$ cat src/rtl/lrl_pkg.sv
// Shared types, codes and helpers for the per-source login rate limiter.
package lrl_pkg;

  localparam int unsigned SourceEntriesDefault = 16;

  localparam logic [7:0]  FailureLimitReset = 8'd5;
  localparam logic [31:0] WindowTicksReset  = 32'd900;
  localparam logic [31:0] LockoutTicksReset = 32'd900;
  localparam logic [4:0]  SourceLimitReset  = 5'd16;

  typedef enum logic [2:0] {
    OP_RESERVE     = 3'd0,
    OP_QUERY       = 3'd1,
    OP_FAIL        = 3'd2,
    OP_SUCCESS     = 3'd3,
    OP_FINISH_OK   = 3'd4,
    OP_FINISH_FAIL = 3'd5,
    OP_FINISH_NEUT = 3'd6,
    OP_COUNT       = 3'd7
  } op_e;

  typedef enum logic [2:0] {
    ST_DONE      = 3'd0,
    ST_LOCKED    = 3'd1,
    ST_LIMIT     = 3'd2,
    ST_SATURATED = 3'd3,
    ST_NO_ENTRY  = 3'd4
  } status_e;

  typedef enum logic [1:0] {
    CFG_FAILURE_LIMIT = 2'd0,
    CFG_WINDOW_TICKS  = 2'd1,
    CFG_LOCKOUT_TICKS = 2'd2,
    CFG_SOURCE_LIMIT  = 2'd3
  } cfg_e;

  typedef enum logic [2:0] {
    S_IDLE,
    S_DROP,
    S_SCAN,
    S_EXEC,
    S_OUT
  } state_e;

  typedef struct packed {
    logic        unknown;
    logic [63:0] key_high;
    logic [63:0] key_low;
    logic [7:0]  fail;
    logic [7:0]  resv;
    logic [31:0] wstart;
    logic [31:0] blocked;
    logic [31:0] seen_at;
  } data_t;

  typedef struct packed {
    logic        hit;
    logic        free_found;
    logic [7:0]  fail;
    logic [7:0]  resv;
    logic [31:0] wstart;
    logic [31:0] blocked;
  } hit_t;

  function automatic logic [31:0] sat_add(input logic [31:0] a, input logic [31:0] b);
    logic [32:0] s;
    s = {1'b0, a} + {1'b0, b};
    return s[32] ? 32'hFFFF_FFFF : s[31:0];
  endfunction

  function automatic logic elapsed_ge(input logic [31:0] now, input logic [31:0] since,
                                      input logic [32:0] span);
    logic [31:0] d;
    d = now - since;
    return (now >= since) && ({1'b0, d} >= span);
  endfunction

endpackage

$ cat src/rtl/lrl_cell.sv
// One table entry of the source table, with its stage of the lookup chain.
module lrl_cell import lrl_pkg::*; #(
  parameter int unsigned IDX_W    = 4,
  parameter int unsigned CNT_W    = 5,
  parameter int unsigned CELL_IDX = 0
) (
  input  logic             clk_i,
  input  logic             rst_ni,
  input  logic             drop_i,
  input  logic [31:0]      now_i,
  input  logic [32:0]      retention_i,
  input  logic             unknown_i,
  input  logic [63:0]      key_high_i,
  input  logic [63:0]      key_low_i,
  input  logic             step_i,
  input  hit_t             prev_hit_i,
  input  logic [IDX_W-1:0] prev_hit_idx_i,
  input  logic [IDX_W-1:0] prev_free_idx_i,
  input  logic [CNT_W-1:0] prev_count_i,
  input  logic             wr_en_i,
  input  logic             wr_valid_i,
  input  data_t            wr_data_i,
  output hit_t             hit_o,
  output logic [IDX_W-1:0] hit_idx_o,
  output logic [IDX_W-1:0] free_idx_o,
  output logic [CNT_W-1:0] count_o
);

  logic             valid_q;
  data_t            data_q;
  hit_t             hit_q, hit_d;
  logic [IDX_W-1:0] hit_idx_q, hit_idx_d, free_idx_q, free_idx_d;
  logic [CNT_W-1:0] count_q, count_d;
  logic             match, stale;

  assign match = valid_q && (data_q.unknown == unknown_i) &&
                 (unknown_i || (data_q.key_high == key_high_i && data_q.key_low == key_low_i));
  assign stale = valid_q && (data_q.resv == 8'd0) && (data_q.blocked <= now_i) &&
                 elapsed_ge(now_i, data_q.seen_at, retention_i);

  always_comb begin
    hit_d      = prev_hit_i;
    hit_idx_d  = prev_hit_idx_i;
    free_idx_d = prev_free_idx_i;
    count_d    = prev_count_i + CNT_W'(valid_q);
    if (!prev_hit_i.hit && match) begin
      hit_d.hit    = 1'b1;
      hit_d.fail   = data_q.fail;
      hit_d.resv   = data_q.resv;
      hit_d.wstart = data_q.wstart;
      hit_d.blocked = data_q.blocked;
      hit_idx_d    = IDX_W'(CELL_IDX);
    end
    if (!prev_hit_i.free_found && !valid_q) begin
      hit_d.free_found = 1'b1;
      free_idx_d       = IDX_W'(CELL_IDX);
    end
  end

  always_ff @(posedge clk_i or negedge rst_ni) begin
    if (!rst_ni) begin
      valid_q <= 1'b0;
    end else if (wr_en_i) begin
      valid_q <= wr_valid_i;
    end else if (drop_i && stale) begin
      valid_q <= 1'b0;
    end
  end

  always_ff @(posedge clk_i) begin
    if (wr_en_i) begin
      data_q <= wr_data_i;
    end
    if (step_i) begin
      hit_q      <= hit_d;
      hit_idx_q  <= hit_idx_d;
      free_idx_q <= free_idx_d;
      count_q    <= count_d;
    end
  end

  assign hit_o      = hit_q;
  assign hit_idx_o  = hit_idx_q;
  assign free_idx_o = free_idx_q;
  assign count_o    = count_q;

endmodule

$ cat config.mk
export PLATFORM = sky130hd
export DESIGN_NAME = lrl_cell
export DESIGN_NICKNAME = d
export VERILOG_FILES = /design/src/rtl/lrl_pkg.sv /design/src/rtl/lrl_cell.sv
export SDC_FILE = /design/constraint.sdc
export NUM_CORES = 1
export LEC_CHECK = 0
export BUFFER_PORTS_ARGS = -buffer_cell sky130_fd_sc_hd__buf_4
export CORE_AREA = 2 2 245 247
export CTS_BUF_LIST = sky130_fd_sc_hd__clkbuf_8
export DETAILED_ROUTE_END_ITERATION = 12
export DIE_AREA = 0 0 247 249
export PLACE_DENSITY = 0.57
export SLEW_MARGIN = 20
export SYNTH_ARGS = -nofsm -noshare
export SYNTH_HDL_FRONTEND = slang
export SYNTH_SLANG_ARGS = --single-unit
$ cat constraint.sdc
create_clock -name clk_i -period 4.2 [get_ports clk_i]
set_clock_uncertainty 0.2 [all_clocks]
set_input_delay 0.42 -clock clk_i [delete_from_list [all_inputs] [get_ports clk_i]]
set_output_delay 0.42 -clock clk_i [all_outputs]
set_load 0.01 [all_outputs]
==> impl_metrics.toml <==
[timing]
hold_ws_ns = 0.2196
max_freq_ghz = 0.2604
tns_ns = 0
setup_slack_ns = 0.3599
setup_violations = 0
hold_violations = 0
period_needed_ns = 3.840
max_slew_margin = 0.2795
rsz0062_at_grt = "false"
tightest_slew_ns = 1.081
finalMaxSlewViolations = 0
period_share = 0.9143

[pwr]
leakage_nw = 11.81
p_comb_frac = 0.210
vdd_drop_max_mv = 0.2976
p_total_mw = 9.116
p_seq_frac = 0.453
power_density_nw_per_um2 = 340.5
p_int_mw = 6.686
clockPowerShare = 0.337
p_switching_mw = 2.430
switching_share = 0.2666

[cts]
tritoncts = "yes"
cts-root-buf = "clkbuf_8"
numCtsBuffers = 61
clkSinkCount = 337
htreeDepth = 2
clk_path_buf_depth = 3
clkTransAtPathRegs_ns = 0.07
insertion_delay_ns = 0.65

[detailed_routing]
top_layer_used = "met5"
wl_per_cell_um = 20.60
drt_iter0_drc = 555
postRouteAntennaNets = 0
met2_length_mm = 31.85
wl_mm = 62.41
dr.pass1.iters = 5
met3_length_mm = 4.846
post-route-drc-count = 0
routed_via_density = 4.499
vias = 13630
wl_met1_mm = 23.09

[floorplan]
dieHeight_um = 249
row_count = 89
initial_core_util = 0.2795
fp.dieW_um = 247
pin_count = 631
coreArea_um2 = 58690
die_area_um2 = 61500

[flow_run]
maxCapViolations = 0

[synthesis]
synth-edff-count = 336
synth.net_count = 1792
ys_seq_area_frac = 0.6166
yosys_most_used_dff = "edfxtp_1"
ys_ff_latch = 337
synthArstFlopShare = 0.002967
syn_avg_cell_area_um2 = 14.18
synthCells = 1157
yosys_warnings = 0
netlist_area_um2 = 16400
synth_cell_types = 59

[setup_path]
crit_type = "reg2reg"
end_kind = "flip-flop"
path_cells = "inv_1 -> ha_1 -> buf_4 -> nand3_1 -> a21oi_1 -> o211ai_1 -> a211oi_2 -> o311a_1 -> o211ai_1 -> a21oi_1 -> xor2_1 -> ha_1 -> nand4b_1 -> nor2_2 -> nand2_1 -> nor3_1 -> a211oi_1 -> a211o_1"
cpMaxStageDelayCell = "edfxtp_1"
worst-r2r-setup-slack_ns = 0.36
cpPeakStageDelay_ns = 0.37
cp_top_family = "compound AO/OA/AOI/OAI gates"
critical_path_peak_fanout = 4
worst-endpoint-arrival_ns = 4.17
startpoint_type = "flip-flop"
required_ns = 4.53
path_buf_inv = 2

[place]
dp_hpwl_mm = 48.03
place.gp.congestion = 0.9175
placed_cell_area_um2 = 22140
port_buffers = 630
dp_slack_ns = 0.02116
placed_cells = 2561

[cells_and_area]
fin_cells = 3029
post-route-util = 0.4563
syn_to_final_growth_pct = 63.23
num-nets-final = 2827
drive_above_1_share = 0.3553
final_area_um2 = 26780

[grt]
grt_usage = 0.1968
grt_pass1_wl_mm = 89.77
grt_pass1_vias = 15180
grt_max_degree = 156
antenna_found_initial = 15
gr-total-overflow = 0

[min_path]
hp-class = "in2reg"

[outcome]
status = "finished clean"
[worst paths after layout]
path                       cells after the start                       to             startpoint
min reg2reg                                    1      hit_o[78]$_DFFE_PP_  data_q[110]$_DFFE_PP_
max in group asynchronous                      3      valid_q$_DFFE_PN0P_                 rst_ni
max reg2reg                                   18      valid_q$_DFFE_PN0P_    data_q[2]$_DFFE_PP_
min                                            3  hit_o[81]$_SDFFCE_PP1P_              unknown_i
max                                           18      valid_q$_DFFE_PN0P_    data_q[2]$_DFFE_PP_
min in group asynchronous                      3      valid_q$_DFFE_PN0P_                 rst_ni
[layout make-up]
type	count	area, µm²
fillers	5287	31910
flip-flops and latches	337	10110
repair buffers	986	8288
multi-input cells	662	5650
well taps	773	967.2
clock buffers	61	839.6
inverters	144	540.5
clock inverters	53	344.1
diodes	13	32.53
[timing repair]
action | CTS | global route
buffers inserted | 0 | 0
setup endpoints to repair | 0 | 1
gates resized for setup | 0 | 7
hold endpoints to repair | 366 | 0
hold buffers | 341 | 0
[state kept, by name, summed over array words and instances (netlist names)]
register / cells
hit_idx_o: 4
valid_q: 1
hit_o: 82
data_q: 241
count_o: 5
free_idx_o: 4
[layer usage]
| metal | up-vias | track usage |
|---|---|---|
| li1 | 6427 | - |
| met1 | 6440 | 0.2132 |
| met2 | 616 | 0.3573 |
| met3 | 141 | 0.05042 |
| met4 | 4 | 0.08692 |
| met5 | - | 0 |
[power by group through the flow]
| stage | Combinational (mW) | Sequential, mW | Clock (mW) |
|---|---|---|---|
| 6_report | 1.91 | 4.13 | 3.07 |
| 5_1_grt | 2.08 | 4.16 | 3.31 |
| 4_1_cts | 1.92 | 4.14 | 3.17 |
| 3_5_place_dp | 1.63 | 4.20 | 0 |
| 3_3_place_gp | 1.61 | 4.20 | 0 |
| 2_1_floorplan | 0.751 | 4.18 | 0 |
[kinds of logic (layout without fill, tap and decap cells)]
family	count (synthesis)	in the layout	share of synthesized area
compound gates	189	189	0.07864
xor+xnor	115	115	0.06140
fa+ha+maj	99	99	0.07597
buf+inv	158	1244	0.03951
flops	337	337	0.6166
mux	81	81	0.06842
other cells	0	13	0
simple gates	178	178	0.05949
[synthesized netlist by cell type (9+ instances only)]
master       n  area, µm²
mux2_2      10      112.6
nor2_1      27      101.4
o22ai_1     16      100.1
xnor2_1     61      534.3
nor4_1      23      143.9
inv_1      144      540.5
xor2_1      54      473.0
nand4_1     35      219.0
nand3_1     10      50.05
a21o_1      30      225.2
edfxtp_1   336      10090
a21oi_1     49      245.2
nor2b_1     14      87.58
mux2_4      56      840.8
nand2_1     28      105.1
ha_1        98       1226
mux2_1      15      168.9
nand2b_1    13      81.33
o21ai_0     19      95.09
o2bb2ai_1    9      78.83
[worst min-delay path: stages]
cell	delay (ns)
buf_4	0.08
a32o_1	0.29
a21o_1	0.16
[placed cells by master (no fill, tap or decap), types with 10 or more instances in the layout]
master and n:
a21o_1 30, a21oi_1 49, buf_4 642, clkbuf_8 61
clkinv_1 18, diode_2 13, dlygate4sd3_1 341, edfxtp_1 336
ha_1 98, inv_1 161, mux2_1 15, mux2_2 10
mux2_4 56, nand2_1 28, nand2b_1 13, nand3_1 10
nand4_1 35, nor2_1 26, nor2b_1 14, nor4_1 23
o21ai_0 16, o22ai_1 16, xnor2_1 61, xor2_1 54
Note: power is estimated with default switching activity, not from simulation.
